[src/design/fled_pkg.sv]
// Shared types, constants and register map of the frame level event detector.
package fled_pkg;

    localparam int SAMPLE_W      = 32;
    localparam int TIME_W        = 32;
    localparam int CFG_DATA_W    = 16;
    localparam int CFG_IDX_W     = 3;
    localparam int MAX_FRAME_DEF = 256;
    localparam int QUEUE_DEPTH   = 4;

    localparam int SAMPLE_SCALE = 100000;
    localparam int SCALE_SHIFT  = 48;
    localparam logic [63:0] SCALE_RECIP_WIDE = (64'd1 << SCALE_SHIFT) / 64'(SAMPLE_SCALE);
    localparam logic [31:0] SCALE_RECIP = SCALE_RECIP_WIDE[31:0];
    localparam int QUOT_W = $clog2(64'h8000_0000 / 64'(SAMPLE_SCALE) + 64'd1);

    typedef enum logic [CFG_IDX_W-1:0] {
        REG_ENABLE         = 3'd0,
        REG_LOUD_HIGH      = 3'd1,
        REG_LOUD_LOW       = 3'd2,
        REG_ATTACK_FRAMES  = 3'd3,
        REG_RELEASE_FRAMES = 3'd4,
        REG_DURATION_BIAS  = 3'd5
    } fled_reg_t;

    typedef struct packed {
        logic               enable;
        logic [14:0]        loud_high;
        logic signed [15:0] loud_low;
        logic [7:0]         attack_frames;
        logic [7:0]         release_frames;
        logic [15:0]        duration_bias;
    } fled_cfg_t;

    localparam fled_cfg_t CFG_RESET = '{
        enable:         1'b1,
        loud_high:      15'd25,
        loud_low:       -16'sd25,
        attack_frames:  8'd1,
        release_frames: 8'd5,
        duration_bias:  16'd100
    };

    // Frame verdict handed from the classifier to the event tracker
    typedef struct packed {
        logic              loud;
        logic [TIME_W-1:0] time_ms;
    } fled_cls_t;

    typedef struct packed {
        logic full;
        logic empty;
    } fled_q_stat_t;

endpackage

[src/design/fled_if.sv]
// Stream interfaces for the sample input and the event record output.
interface fled_audio_if import fled_pkg::*; ();
    logic                       valid;
    logic                       ready;
    logic signed [SAMPLE_W-1:0] sample;
    logic                       last_in_frame;
    logic [TIME_W-1:0]          time_ms;

    modport source (output valid, sample, last_in_frame, time_ms, input ready);
    modport sink   (input valid, sample, last_in_frame, time_ms, output ready);
endinterface

interface fled_report_if import fled_pkg::*; ();
    logic              valid;
    logic              ready;
    logic              is_start;
    logic [TIME_W-1:0] stamp_ms;
    logic [TIME_W-1:0] duration_ms;

    modport source (output valid, is_start, stamp_ms, duration_ms, input ready);
    modport sink   (input valid, is_start, stamp_ms, duration_ms, output ready);
endinterface

[src/design/fled_front.sv]
// Front end: scale, accumulate and classify frames, push verdicts to the queue.
module fled_front import fled_pkg::*;
#(
    parameter int MAX_FRAME = MAX_FRAME_DEF
)
(
    input  logic             clk,
    input  logic             rst_n,
    input  fled_cfg_t        cfg,
    fled_audio_if.sink       audio,
    output logic             push,
    output fled_cls_t        push_word,
    input  fled_q_stat_t     q_stat
);

    localparam int CNT_W = $clog2(MAX_FRAME + 1);
    localparam int SUM_W = $clog2(MAX_FRAME) + QUOT_W + 1;
    localparam int CMP_W = QUOT_W + CNT_W + 2;

    logic adv;

    logic abs_valid_reg, est_valid_reg, chk_valid_reg, quo_valid_reg;
    logic frm_valid_reg, thr_valid_reg, cls_valid_reg;
    logic abs_valid_next, est_valid_next, chk_valid_next, quo_valid_next;
    logic frm_valid_next, thr_valid_next, cls_valid_next;

    logic [SAMPLE_W-1:0] abs_mag_reg, est_mag_reg, chk_mag_reg;
    logic [SAMPLE_W-1:0] abs_mag_next;
    logic                abs_neg_reg, est_neg_reg, chk_neg_reg;
    logic                abs_last_reg, est_last_reg, chk_last_reg, quo_last_reg;
    logic [TIME_W-1:0]   abs_time_reg, est_time_reg, chk_time_reg, quo_time_reg;
    logic [TIME_W-1:0]   frm_time_reg, thr_time_reg;

    logic [63:0]         est_prod;
    logic [QUOT_W-1:0]   est_q_reg, chk_q_reg, est_q_next;
    logic [SAMPLE_W-1:0] chk_prod_reg, chk_prod_next;

    logic [SAMPLE_W-1:0]     quo_rem;
    logic [QUOT_W-1:0]       quo_mag;
    logic signed [SUM_W-1:0] quo_val_reg, quo_val_next;

    logic signed [SUM_W-1:0] acc_sum_reg, acc_sum_next, sum_add;
    logic [CNT_W-1:0]        acc_cnt_reg, acc_cnt_next, cnt_add;
    logic                    add_ok;
    logic signed [SUM_W-1:0] frm_sum_reg;
    logic [CNT_W-1:0]        frm_cnt_reg;

    logic signed [CMP_W-1:0] thr_sum_reg, thr_hi_reg, thr_lo_reg;
    logic signed [CMP_W-1:0] thr_sum_next, thr_hi_next, thr_lo_next;

    fled_cls_t cls_word_reg, cls_word_next;

    // Hold the whole front while a verdict waits on a full queue
    assign adv         = !(cls_valid_reg && q_stat.full);
    assign audio.ready = adv;
    assign push        = cls_valid_reg && !q_stat.full;
    assign push_word   = cls_word_reg;

    always_comb
    begin
        abs_valid_next = audio.valid && cfg.enable;
        est_valid_next = abs_valid_reg;
        chk_valid_next = est_valid_reg;
        quo_valid_next = chk_valid_reg;
        frm_valid_next = quo_valid_reg && quo_last_reg;
        thr_valid_next = frm_valid_reg;
        cls_valid_next = thr_valid_reg;

        abs_mag_next = audio.sample[SAMPLE_W-1] ? (~audio.sample + 32'd1) : audio.sample;

        est_prod   = 64'(abs_mag_reg) * 64'(SCALE_RECIP);
        est_q_next = est_prod[SCALE_SHIFT +: QUOT_W];

        chk_prod_next = SAMPLE_W'(est_q_reg) * SAMPLE_W'(SAMPLE_SCALE);

        quo_rem  = chk_mag_reg - chk_prod_reg;
        quo_mag  = chk_q_reg + QUOT_W'(quo_rem >= SAMPLE_W'(SAMPLE_SCALE));
        quo_val_next = SUM_W'(quo_mag);
        if (chk_neg_reg)
        begin
            quo_val_next = -quo_val_next;
        end

        add_ok  = acc_cnt_reg < CNT_W'(MAX_FRAME);
        sum_add = acc_sum_reg + (add_ok ? quo_val_reg : '0);
        cnt_add = acc_cnt_reg + CNT_W'(add_ok);
        acc_sum_next = acc_sum_reg;
        acc_cnt_next = acc_cnt_reg;
        if (quo_valid_reg)
        begin
            acc_sum_next = quo_last_reg ? '0 : sum_add;
            acc_cnt_next = quo_last_reg ? '0 : cnt_add;
        end

        thr_sum_next = CMP_W'(frm_sum_reg);
        thr_hi_next  = CMP_W'(cfg.loud_high) * CMP_W'(frm_cnt_reg);
        thr_lo_next  = CMP_W'(cfg.loud_low) * $signed(CMP_W'(frm_cnt_reg));

        cls_word_next.loud    = (thr_sum_reg >= thr_hi_reg) || (thr_sum_reg <= thr_lo_reg);
        cls_word_next.time_ms = thr_time_reg;
    end

    always_ff @(posedge clk or negedge rst_n)
    begin
        if (!rst_n)
        begin
            abs_valid_reg <= 1'b0;
            est_valid_reg <= 1'b0;
            chk_valid_reg <= 1'b0;
            quo_valid_reg <= 1'b0;
            frm_valid_reg <= 1'b0;
            thr_valid_reg <= 1'b0;
            cls_valid_reg <= 1'b0;
            acc_sum_reg   <= '0;
            acc_cnt_reg   <= '0;
        end
        else if (adv)
        begin
            abs_valid_reg <= abs_valid_next;
            est_valid_reg <= est_valid_next;
            chk_valid_reg <= chk_valid_next;
            quo_valid_reg <= quo_valid_next;
            frm_valid_reg <= frm_valid_next;
            thr_valid_reg <= thr_valid_next;
            cls_valid_reg <= cls_valid_next;
            acc_sum_reg   <= acc_sum_next;
            acc_cnt_reg   <= acc_cnt_next;
        end
    end

    always_ff @(posedge clk)
    begin
        if (adv)
        begin
            abs_mag_reg  <= abs_mag_next;
            abs_neg_reg  <= audio.sample[SAMPLE_W-1];
            abs_last_reg <= audio.last_in_frame;
            abs_time_reg <= audio.time_ms;

            est_mag_reg  <= abs_mag_reg;
            est_neg_reg  <= abs_neg_reg;
            est_last_reg <= abs_last_reg;
            est_time_reg <= abs_time_reg;
            est_q_reg    <= est_q_next;

            chk_mag_reg  <= est_mag_reg;
            chk_neg_reg  <= est_neg_reg;
            chk_last_reg <= est_last_reg;
            chk_time_reg <= est_time_reg;
            chk_q_reg    <= est_q_reg;
            chk_prod_reg <= chk_prod_next;

            quo_val_reg  <= quo_val_next;
            quo_last_reg <= chk_last_reg;
            quo_time_reg <= chk_time_reg;

            frm_sum_reg  <= sum_add;
            frm_cnt_reg  <= cnt_add;
            frm_time_reg <= quo_time_reg;

            thr_sum_reg  <= thr_sum_next;
            thr_hi_reg   <= thr_hi_next;
            thr_lo_reg   <= thr_lo_next;
            thr_time_reg <= frm_time_reg;

            cls_word_reg <= cls_word_next;
        end
    end

`ifndef SYNTH
    a_cnt_bound: assert property (@(posedge clk) disable iff (!rst_n)
        acc_cnt_reg <= CNT_W'(MAX_FRAME))
        else $error("frame count beyond frame limit");

    a_verdict_held: assert property (@(posedge clk) disable iff (!rst_n)
        (cls_valid_reg && q_stat.full) |=> cls_valid_reg && $stable(cls_word_reg))
        else $error("pending verdict lost while queue full");
`endif

endmodule

[src/design/fled_queue.sv]
// Short verdict queue between the frame classifier and the event tracker.
module fled_queue import fled_pkg::*;
#(
    parameter int DEPTH = QUEUE_DEPTH
)
(
    input  logic         clk,
    input  logic         rst_n,
    input  logic         push,
    input  fled_cls_t    push_word,
    input  logic         pop,
    output fled_cls_t    pop_word,
    output fled_q_stat_t stat
);

    localparam int PTR_W  = (DEPTH > 1) ? $clog2(DEPTH) : 1;
    localparam int FILL_W = $clog2(DEPTH + 1);

    fled_cls_t         mem_reg [DEPTH];
    logic [PTR_W-1:0]  wr_ptr_reg, wr_ptr_next, rd_ptr_reg, rd_ptr_next;
    logic [FILL_W-1:0] fill_reg, fill_next;

    assign stat.full  = fill_reg == FILL_W'(DEPTH);
    assign stat.empty = fill_reg == '0;
    assign pop_word   = mem_reg[rd_ptr_reg];

    always_comb
    begin
        wr_ptr_next = wr_ptr_reg;
        rd_ptr_next = rd_ptr_reg;
        if (push)
        begin
            wr_ptr_next = (wr_ptr_reg == PTR_W'(DEPTH - 1)) ? '0 : wr_ptr_reg + 1'b1;
        end
        if (pop)
        begin
            rd_ptr_next = (rd_ptr_reg == PTR_W'(DEPTH - 1)) ? '0 : rd_ptr_reg + 1'b1;
        end
        fill_next = fill_reg + FILL_W'(push) - FILL_W'(pop);
    end

    always_ff @(posedge clk or negedge rst_n)
    begin
        if (!rst_n)
        begin
            wr_ptr_reg <= '0;
            rd_ptr_reg <= '0;
            fill_reg   <= '0;
        end
        else
        begin
            wr_ptr_reg <= wr_ptr_next;
            rd_ptr_reg <= rd_ptr_next;
            fill_reg   <= fill_next;
        end
    end

    always_ff @(posedge clk)
    begin
        if (push)
        begin
            mem_reg[wr_ptr_reg] <= push_word;
        end
    end

`ifndef SYNTH
    a_no_overflow: assert property (@(posedge clk) disable iff (!rst_n)
        !(push && stat.full))
        else $error("push into full queue");

    a_no_underflow: assert property (@(posedge clk) disable iff (!rst_n)
        !(pop && stat.empty))
        else $error("pop from empty queue");
`endif

endmodule

[src/design/fled_back.sv]
// Back end: attack and release tracking, event records into the output register.
module fled_back import fled_pkg::*;
(
    input  logic         clk,
    input  logic         rst_n,
    input  fled_cfg_t    cfg,
    input  fled_q_stat_t q_stat,
    input  fled_cls_t    q_word,
    output logic         pop,
    fled_report_if.source report
);

    logic              in_event_reg, in_event_next;
    logic [TIME_W-1:0] event_start_reg, event_start_next;
    logic [7:0]        attack_left_reg, attack_left_next;
    logic [7:0]        release_left_reg, release_left_next;
    logic              out_valid_reg, out_valid_next;
    logic              out_start_reg, out_start_next;
    logic [TIME_W-1:0] out_stamp_reg, out_dur_reg, out_dur_next;
    logic              emit;

    assign pop = !q_stat.empty && (!out_valid_reg || report.ready);

    assign report.valid       = out_valid_reg;
    assign report.is_start    = out_start_reg;
    assign report.stamp_ms    = out_stamp_reg;
    assign report.duration_ms = out_dur_reg;

    always_comb
    begin
        in_event_next     = in_event_reg;
        event_start_next  = event_start_reg;
        attack_left_next  = attack_left_reg;
        release_left_next = release_left_reg;
        emit              = 1'b0;
        out_start_next    = q_word.loud;
        out_dur_next      = '0;
        if (pop)
        begin
            if (q_word.loud)
            begin
                attack_left_next  = (attack_left_reg != '0) ? attack_left_reg - 1'b1 : '0;
                release_left_next = cfg.release_frames;
                if (!in_event_reg && attack_left_next == '0)
                begin
                    emit             = 1'b1;
                    in_event_next    = 1'b1;
                    event_start_next = q_word.time_ms;
                end
            end
            else
            begin
                attack_left_next  = cfg.attack_frames;
                release_left_next = (release_left_reg != '0) ? release_left_reg - 1'b1 : '0;
                if (in_event_reg && release_left_next == '0)
                begin
                    emit          = 1'b1;
                    in_event_next = 1'b0;
                    out_dur_next  = q_word.time_ms - event_start_reg
                                    + TIME_W'(cfg.duration_bias);
                end
            end
        end
        out_valid_next = (out_valid_reg && !report.ready) || emit;
    end

    always_ff @(posedge clk or negedge rst_n)
    begin
        if (!rst_n)
        begin
            in_event_reg     <= 1'b0;
            event_start_reg  <= '0;
            attack_left_reg  <= CFG_RESET.attack_frames;
            release_left_reg <= CFG_RESET.release_frames;
            out_valid_reg    <= 1'b0;
        end
        else
        begin
            in_event_reg     <= in_event_next;
            event_start_reg  <= event_start_next;
            attack_left_reg  <= attack_left_next;
            release_left_reg <= release_left_next;
            out_valid_reg    <= out_valid_next;
        end
    end

    always_ff @(posedge clk)
    begin
        if (emit)
        begin
            out_start_reg <= out_start_next;
            out_stamp_reg <= q_word.time_ms;
            out_dur_reg   <= out_dur_next;
        end
    end

`ifndef SYNTH
    a_start_enters: assert property (@(posedge clk) disable iff (!rst_n)
        (emit && q_word.loud) |=> in_event_reg && out_valid_reg && out_start_reg)
        else $error("start record without entering event");

    a_release_reload: assert property (@(posedge clk) disable iff (!rst_n)
        (pop && q_word.loud) |=> release_left_reg == $past(cfg.release_frames))
        else $error("release counter not reloaded on loud frame");
`endif

endmodule

[src/design/frame_level_event_detector_unit.sv]
// Top level of the frame level event detector: register bank, front, queue and back.
//
//  channel  | role   | word
//  ---------+--------+---------------------------------------------
//  audio    | sink   | sample, last_in_frame, time_ms
//  report   | source | is_start, stamp_ms, duration_ms
//  cfg_*    | write  | cfg_index selects register, cfg_data value
//
// One sample per cycle while the front is not held by a full queue; the front
// pipeline is seven stages deep: abs, est, chk, quo, frm, thr and cls.
// The tracker retires one verdict per cycle unless a record in its single output
// register waits on report. A four-deep verdict queue absorbs stalls on report; once
// it is full and a further verdict waits, audio.ready drops.
// Reset is asynchronous, active low, and takes effect at once; no clearing pass.
module frame_level_event_detector_unit import fled_pkg::*;
#(
    parameter int MAX_FRAME = MAX_FRAME_DEF,
    parameter int Q_DEPTH   = QUEUE_DEPTH
)
(
    input  logic                  clk,
    input  logic                  rst_n,
    input  logic                  cfg_wr_en,
    input  logic [CFG_IDX_W-1:0]  cfg_index,
    input  logic [CFG_DATA_W-1:0] cfg_data,
    fled_audio_if.sink            audio,
    fled_report_if.source         report
);

    fled_cfg_t    cfg_reg, cfg_next;
    logic         push, pop;
    fled_cls_t    push_word, pop_word;
    fled_q_stat_t q_stat;

    always_comb
    begin
        cfg_next = cfg_reg;
        if (cfg_wr_en)
        begin
            case (fled_reg_t'(cfg_index))
                REG_ENABLE:         cfg_next.enable         = cfg_data[0];
                REG_LOUD_HIGH:      cfg_next.loud_high      = cfg_data[14:0];
                REG_LOUD_LOW:       cfg_next.loud_low       = $signed(cfg_data[15:0]);
                REG_ATTACK_FRAMES:  cfg_next.attack_frames  = cfg_data[7:0];
                REG_RELEASE_FRAMES: cfg_next.release_frames = cfg_data[7:0];
                REG_DURATION_BIAS:  cfg_next.duration_bias  = cfg_data[15:0];
                default:            cfg_next = cfg_reg;
            endcase
        end
    end

    always_ff @(posedge clk or negedge rst_n)
    begin
        if (!rst_n)
        begin
            cfg_reg <= CFG_RESET;
        end
        else
        begin
            cfg_reg <= cfg_next;
        end
    end

    fled_front #(
        .MAX_FRAME (MAX_FRAME)
    ) u_front (
        .clk       (clk),
        .rst_n     (rst_n),
        .cfg       (cfg_reg),
        .audio     (audio),
        .push      (push),
        .push_word (push_word),
        .q_stat    (q_stat)
    );

    fled_queue #(
        .DEPTH (Q_DEPTH)
    ) u_queue (
        .clk       (clk),
        .rst_n     (rst_n),
        .push      (push),
        .push_word (push_word),
        .pop       (pop),
        .pop_word  (pop_word),
        .stat      (q_stat)
    );

    fled_back u_back (
        .clk    (clk),
        .rst_n  (rst_n),
        .cfg    (cfg_reg),
        .q_stat (q_stat),
        .q_word (pop_word),
        .pop    (pop),
        .report (report)
    );

endmodule
[src/flat_wrapper.sv]
// flat-port wrapper written by rule: the top's interface ports become plain ports
module frame_level_event_detector_unit_flat import fled_pkg::*;
#(
    parameter int MAX_FRAME = MAX_FRAME_DEF,
    parameter int Q_DEPTH   = QUEUE_DEPTH
)
  (clk, rst_n, cfg_wr_en, cfg_index, cfg_data, audio_valid, audio_sample, audio_last_in_frame, audio_time_ms, audio_ready, report_valid, report_is_start, report_stamp_ms, report_duration_ms, report_ready);
  fled_audio_if audio_i ();
  fled_report_if report_i ();
  input  logic clk;
  input  logic rst_n;
  input  logic cfg_wr_en;
  input  logic [CFG_IDX_W-1:0] cfg_index;
  input  logic [CFG_DATA_W-1:0] cfg_data;
  input wire logic [$bits(audio_i.valid)-1:0] audio_valid;
  input wire logic [$bits(audio_i.sample)-1:0] audio_sample;
  input wire logic [$bits(audio_i.last_in_frame)-1:0] audio_last_in_frame;
  input wire logic [$bits(audio_i.time_ms)-1:0] audio_time_ms;
  output wire logic [$bits(audio_i.ready)-1:0] audio_ready;
  output wire logic [$bits(report_i.valid)-1:0] report_valid;
  output wire logic [$bits(report_i.is_start)-1:0] report_is_start;
  output wire logic [$bits(report_i.stamp_ms)-1:0] report_stamp_ms;
  output wire logic [$bits(report_i.duration_ms)-1:0] report_duration_ms;
  input wire logic [$bits(report_i.ready)-1:0] report_ready;
  assign audio_i.valid = audio_valid;
  assign audio_i.sample = audio_sample;
  assign audio_i.last_in_frame = audio_last_in_frame;
  assign audio_i.time_ms = audio_time_ms;
  assign audio_ready = audio_i.ready;
  assign report_valid = report_i.valid;
  assign report_is_start = report_i.is_start;
  assign report_stamp_ms = report_i.stamp_ms;
  assign report_duration_ms = report_i.duration_ms;
  assign report_i.ready = report_ready;
  frame_level_event_detector_unit #(.MAX_FRAME(MAX_FRAME), .Q_DEPTH(Q_DEPTH)) u_core (.clk(clk), .rst_n(rst_n), .cfg_wr_en(cfg_wr_en), .cfg_index(cfg_index), .cfg_data(cfg_data), .audio(audio_i), .report(report_i));
endmodule
[config.mk]
export PLATFORM = sky130hd
export DESIGN_NAME = frame_level_event_detector_unit_flat
export DESIGN_NICKNAME = d
export VERILOG_FILES = /design/src/design/fled_pkg.sv /design/src/design/fled_if.sv /design/src/design/fled_front.sv /design/src/design/fled_queue.sv /design/src/design/fled_back.sv /design/src/design/frame_level_event_detector_unit.sv /design/src/flat_wrapper.sv
export SDC_FILE = /design/constraint.sdc
export NUM_CORES = 2
export LEC_CHECK = 0
export BUFFER_PORTS_ARGS = -buffer_cell sky130_fd_sc_hd__buf_2
export CELL_PAD_IN_SITES_DETAIL_PLACEMENT = 1
export CELL_PAD_IN_SITES_GLOBAL_PLACEMENT = 2
export CORE_AREA = 2 2 274 547
export DETAILED_ROUTE_END_ITERATION = 6
export DIE_AREA = 0 0 276 549
export GPL_TIMING_DRIVEN = 0
export PLACE_DENSITY_LB_ADDON = 0.2
export SETUP_SLACK_MARGIN = 0.3
export SYNTH_ARGS = -nofsm -noshare
export SYNTH_HDL_FRONTEND = slang
export SYNTH_SLANG_ARGS = --single-unit
[constraint.sdc]
create_clock -name clk -period 22.3 [get_ports clk]
set_clock_uncertainty 0.05 [all_clocks]
set_input_delay 1.115 -clock clk [delete_from_list [all_inputs] [get_ports clk]]
set_output_delay 1.115 -clock clk [all_outputs]
set_load 0.02 [all_outputs]
=== Yosys cells after proc, flatten, opt, wreduce, memory -nomap -nowiden ===
Memory sizes are Yosys's and may differ from the RTL's.
Index checks and enable logic that the tools add are counted.

* Register bits: 742
* Memory bits (writable): 132
* Memories kept: 1
* Output and inout bits: 67
* Input bits: 89
* Word-level logic and storage cells: 145

{| class="wikitable"
|+ Memories
! name !! words !! bits a word !! rd ports !! clocked after Yosys merged registers in !! write ports !! RTL line !! text
|-
| u_core.u_queue.mem_reg || 4 || 33 || 1 || 0 || 1 || fled_queue.sv:19 || <nowiki>fled_cls_t mem_reg [DEPTH];</nowiki>
|}

* Bitwise operators: 4
* Multipliers: 4
* Equal/unequal tests: 9
* Reductions and logical operators: 34
* $lt $le $gt $ge: 4
* $add $sub $neg: 14
* Multiplexer cells: 20

{| class="wikitable"
|+ Operators by type and width
! kind !! count
|-
| 32-bit subtractor || 2
|-
| 32-bit by 32-bit multiplier with 63-bit output, second input constant || 1
|-
| 24-bit 2-to-1 mux || 2
|-
| 32-bit by 1-bit adder with 32-bit output, second input constant || 1
|-
| 32-bit by 16-bit adder with 32-bit output || 1
|-
| 32-bit by 17-bit greater-or-equal comparator with 1-bit output, second input constant || 1
|-
| 8-bit 2-to-1 mux || 4
|-
| 32-bit inverter || 1
|-
| 31-bit 2-to-1 mux || 1
|-
| 15-bit by 12-bit multiplier with 27-bit output, second input constant || 1
|-
| 24-bit by 26-bit less-or-equal comparator with 1-bit output || 1
|-
| 16-bit by 10-bit multiplier with 26-bit output || 1
|-
| 24-bit by 25-bit greater-or-equal comparator with 1-bit output || 1
|-
| 24-bit adder || 1
|-
| 15-bit by 9-bit multiplier with 24-bit output || 1
|-
| 15-bit negation with 24-bit output || 1
|-
| 8-bit logical NOT || 2
|-
| 8-bit nonzero test || 2
|-
| 8-bit by 1-bit subtractor with 8-bit output, second input constant || 2
|-
| 15-bit by 1-bit adder with 15-bit output || 1
|-
| 15-bit 2-to-1 mux || 1
|-
| 2-bit AND reduction || 7
|-
| 9-bit by 1-bit adder with 9-bit output || 1
|-
| 3-bit == test, second input constant || 3
|-
| 19 further kinds || 49
|}

=== Longest topological paths before layout ===
* Depth after elaboration: 8
* Mapped depth: 28
* Gate-level depth less buffers: 28

=== By module ===
Synthesis repeated with hierarchy kept, for this count alone.

* Cells, all modules: 5345
* Area, all modules: 65190.0 µm²

{| class="wikitable"
|+ Modules (own cells, without submodules)
! module !! cells an instance !! area each (µm²) !! times used !! sequential area each (µm²)
|-
| fled_front || 4318 || 50508.4 || 1 || 16105.4
|-
| fled_back || 678 || 6880.3 || 1 || 3206.8
|-
| fled_queue || 209 || 5225.0 || 1 || 4139.0
|-
| frame_level_event_detector_unit || 140 || 2576.2 || 1 || 1631.6
|}

=== Worst setup path before layout ===
Ideal clock, no wire load.

* Path kind: flip-flop to output port
* Start point: reg u_core.u_queue.fill_reg[1]
* End point: out audio_ready
* Cell stages (with the launch flop): 6
* Buffers on the path: 2
* Data required time: 21135 ps
* Data arrival time: 14796 ps
* Slack: 6339 ps
* Cells stage by stage: dfrtp_1 > nor2_1 > and3_1 > clkbuf_1 > inv_1 > clkbuf_1

* Cells in the longest elaborated chain, start to end: 3

{| class="wikitable"
|+ Ends and longest elaborated chain
! element !! RTL line !! text
|-
| start, declared || fled_queue.sv:21 || <nowiki>logic [FILL_W-1:0] fill_reg, fill_next;</nowiki>
|-
| start signal, assigned || fled_queue.sv:54 || <nowiki>fill_reg <= fill_next;</nowiki>
|-
| 3-bit == test || fled_queue.sv:23 || <nowiki>assign stat.full = fill_reg == FILL_W'(DEPTH);</nowiki>
|-
| 1-bit logical AND || fled_front.sv:54 || <nowiki>assign adv = !(cls_valid_reg && q_stat.full);</nowiki>
|-
| 1-bit logical NOT || fled_front.sv:54 ||
|-
| end, declared || flat_wrapper.sv:19 || <nowiki>output wire logic [$bits(audio_i.ready)-1:0] audio_ready;</nowiki>
|}

Every way passes these cells.

=== Final worst setup path ===
* Start point: reg u_core.u_front.abs_mag_reg[19]
* End point: reg u_core.u_front.est_q_reg[14], data pin

* Cells in the longest elaborated chain, start to end: 1

{| class="wikitable"
|+ Ends and longest elaborated chain
! element !! RTL line !! text
|-
| start, declared || fled_front.sv:27 || <nowiki>logic [SAMPLE_W-1:0] abs_mag_reg, est_mag_reg, chk_mag_reg;</nowiki>
|-
| start signal, assigned || fled_front.sv:135 || <nowiki>abs_mag_reg <= abs_mag_next;</nowiki>
|-
| 32-bit by 32-bit multiplier with 63-bit output || fled_front.sv:71 || <nowiki>est_prod = 64'(abs_mag_reg) * 64'(SCALE_RECIP);</nowiki>
|-
| net u_core.u_front.est_prod[62] || fled_front.sv:34 || <nowiki>logic [63:0] est_prod;</nowiki>
|-
| end signal, assigned || fled_front.sv:144 || <nowiki>est_q_reg <= est_q_next;</nowiki>
|-
| end, declared || fled_front.sv:35 || <nowiki>logic [QUOT_W-1:0] est_q_reg, chk_q_reg, est_q_next;</nowiki>
|}

The timed path passes the listed nets, and every way through them passes these cells.
A chain may end at the register's enable or synchronous reset.

==> out/metrics.yaml <==
grt_max_degree: 96
timing.reg2reg.worst_path_depth: 24
first_pass_grt_wire_length_mm: 251
timing.rr.end: "u_core.u_front.est_q_reg[14]"
crit-reg2reg-launch: "u_core.u_front.abs_mag_reg[19]"
clk_latency_ps: 690
synth_cell_types: 73
share_of_yosys_cell_area_claimed_by_the_top_area_cell_type: 0.326
layout_min_cycle_time_ps: 9470
detail_route.vias_per_cell: 5.13
max_freq_mhz: 106
synth-main-ff-cell: "sky130_fd_sc_hd__edfxtp_1"
rsz_0062_raised_after_global_routing: "no"
vias_in_the_first_global_route: 43800
synth_enable_flop_cells: 700
synth_top_cells_by_area: "sky130_fd_sc_hd__edfxtp_1, sky130_fd_sc_hd__fa_1, sky130_fd_sc_hd__ha_1"
post-cts-setup-buffer-count: 0
post-synth-top-count-cell: "sky130_fd_sc_hd__inv_1"
cp-start-kind: "flop"
synth.ff_latch_count: 861
drive_above_1_share: 0.0811
holdBufCountCts: 0
outcome: "complete, but fails checks"
vias: 38700
netlist_instances: 5310
h-tree-depth: 3
worst-endpoint-required_ps: 22720
cts.root.buffer_cell: "sky130_fd_sc_hd__clkbuf_16"
ioPinCount: 156
cap_viol_max_count: 0
place.gp.congestion: 0.836
post-route-drc-count: 18
tritoncts.num_buffers: 81
core_um2: 148000
floorplan.die_area_um2: 152000
yosys.area.top_type: "sky130_fd_sc_hd__edfxtp_1"
port_buffers: 154
routed_len_inst_um: 20.8
initial_utilization: 0.436
grt_usage: 0.213
drt_first_iter_violations: 1896
commonest_cells_post_synth: "sky130_fd_sc_hd__inv_1, sky130_fd_sc_hd__ha_1, sky130_fd_sc_hd__edfxtp_1, sky130_fd_sc_hd__fa_1, sky130_fd_sc_hd__nand2_1"
worst_slew_margin_rel: 0.208
postLayoutCellArea_um2: 70800
post-route-util: 0.480
syn_nets: 6842
placed_area_um2: 68000
finalHoldViolations: 0
fp-row-count: 200
firstDrtPassIters: 7
dpl.hpwl_mm: 126
cts_tree: "yes"
clk_pin_slew_worst_paths_ps: 70
final.setup.worst_slack_ps: 12830
area.growth.synth_to_final_pct: 9.86
worstMarginPinSlew_ps: 1190
synth_area_per_cell_um2: 12.1
cts.sink_count: 861
die_height_um: 549
critical_path.endpoint_type: "flop"
detail_route.wirelength_mm: 157
timing.critical_path.arrival_ps: 9890
crit_type: "flop to flop"
nets: 7092
critical_path_peak_fanout: 14
fillCellCount: 15500
max_reg_flops: 132
max_slew_violations: 0
ctsLongestPathBuffers: 3
postCtsResizedCells: 0
die_width_um: 276
yosys_warnings: 0
setup_viol: 0
synth_sequential_area_ratio: 0.389
final_antenna_net_count: 0
grt_overflow: 0
initial_antenna_violation_count: 8
final_cycle_share: 0.425
hold_class: "input pin to asynchronous set/reset pin"
setup_slack_at_placement_ps: 12790
failed_checks: "design-rule violations"
summed_instance_area_of_the_synthesized_netlist_um2: 64400
async_flop_share: 0.187
rrSetupSlack_ps: 12830
-- stage by stage --
step	std cells	hold WS [ps]	setup TNS (ps)
final	7547	294	0
after global routing	7546	311	0
after CTS	7545	278	0
after detailed placement	7396	355	0
after global placement	7383	350	-6300
after floorplan	5310	350	0
-- routing by layer --
layer | track usage | up-vias | routed length [um]
met5 | 0 | - | 0
met4 | 0.0464 | 0 | 2950
met3 | 0.0224 | 161 | 5400
li1 | - | 18000 | -
met2 | 0.351 | 493 | 74500
met1 | 0.306 | 20100 | 74400
-- worst max-delay path, stage by stage (launching register included) --
cell and delay, ps:
sky130_fd_sc_hd__edfxtp_1 1130, sky130_fd_sc_hd__ha_1 420, sky130_fd_sc_hd__fa_1 490, sky130_fd_sc_hd__inv_1 90
sky130_fd_sc_hd__fa_1 510, sky130_fd_sc_hd__fa_1 520, sky130_fd_sc_hd__inv_1 60, sky130_fd_sc_hd__fa_1 510
sky130_fd_sc_hd__fa_1 520, sky130_fd_sc_hd__fa_1 550, sky130_fd_sc_hd__inv_1 50, sky130_fd_sc_hd__fa_1 530
sky130_fd_sc_hd__inv_1 40, sky130_fd_sc_hd__ha_1 290, sky130_fd_sc_hd__nand3_1 70, sky130_fd_sc_hd__nor2_1 170
sky130_fd_sc_hd__nand4_1 310, sky130_fd_sc_hd__or4_1 620, sky130_fd_sc_hd__a31oi_1 820, sky130_fd_sc_hd__o31a_1 430
sky130_fd_sc_hd__a221oi_4 130, sky130_fd_sc_hd__o2111ai_2 300, sky130_fd_sc_hd__a41o_1 270, sky130_fd_sc_hd__a21oi_2 80
sky130_fd_sc_hd__xnor2_1 250
-- cells in the final DEF, fill, tap and decap left out, types with 47 or more instances in the layout --
cell type and n:
sky130_fd_sc_hd__inv_1 1123, sky130_fd_sc_hd__ha_1 754, sky130_fd_sc_hd__edfxtp_1 700, sky130_fd_sc_hd__fa_1 689
sky130_fd_sc_hd__nand2_1 301, sky130_fd_sc_hd__and2_1 157, sky130_fd_sc_hd__xnor2_1 154, sky130_fd_sc_hd__buf_2 153
sky130_fd_sc_hd__a21oi_1 147, sky130_fd_sc_hd__o21ai_0 142, sky130_fd_sc_hd__dfrtp_1 134, sky130_fd_sc_hd__nor2_1 132
sky130_fd_sc_hd__clkbuf_1 113, sky130_fd_sc_hd__mux2_2 82, sky130_fd_sc_hd__clkbuf_16 81, sky130_fd_sc_hd__xor2_1 63
sky130_fd_sc_hd__a21o_1 61, sky130_fd_sc_hd__nand3_1 53, sky130_fd_sc_hd__nor2b_1 47
-- logic make-up after synthesis --
logic type      synth area share
compound gates            0.0530
xor+xnor                  0.0295
fa+ha+maj                  0.360
buf+inv                   0.0718
flops                      0.389
mux                       0.0266
simple gates              0.0695
-- how the worst max path moves through the flow --
stage / to / from
finish: u_core.u_front.est_q_reg[14] / u_core.u_front.abs_mag_reg[19]
global route: u_core.u_front.est_q_reg[14] / u_core.u_front.abs_mag_reg[19]
CTS: u_core.u_front.est_q_reg[14] / u_core.u_front.abs_mag_reg[19]
detailed placement: u_core.u_front.est_q_reg[14] / u_core.u_front.abs_mag_reg[19]
global placement: u_core.u_front.abs_valid_reg / u_core.u_queue.fill_reg[1]
floorplan: audio_ready / u_core.u_queue.fill_reg[1]
-- layout make-up --
| class | count | area, um2 | share of cell area |
|---|---|---|---|
| Timing Repair Buffer | 167 | 1120 | 0.0159 |
| Antenna cell | 2 | 5.00 | 0.0000707 |
| Multi-Input combinational cell | 3217 | 34800 | 0.491 |
| Buffer | 108 | 409 | 0.00578 |
| Inverter | 1124 | 4220 | 0.0596 |
| Clock inverter | 52 | 644 | 0.00910 |
| Sequential cell | 861 | 25100 | 0.354 |
| Clock buffer | 97 | 2160 | 0.0305 |
| Tap cell | 1919 | 2400 | 0.0339 |
Power is not shown: default switching activity piles up to over one toggle a cycle in this logic, so the estimate is an artifact.
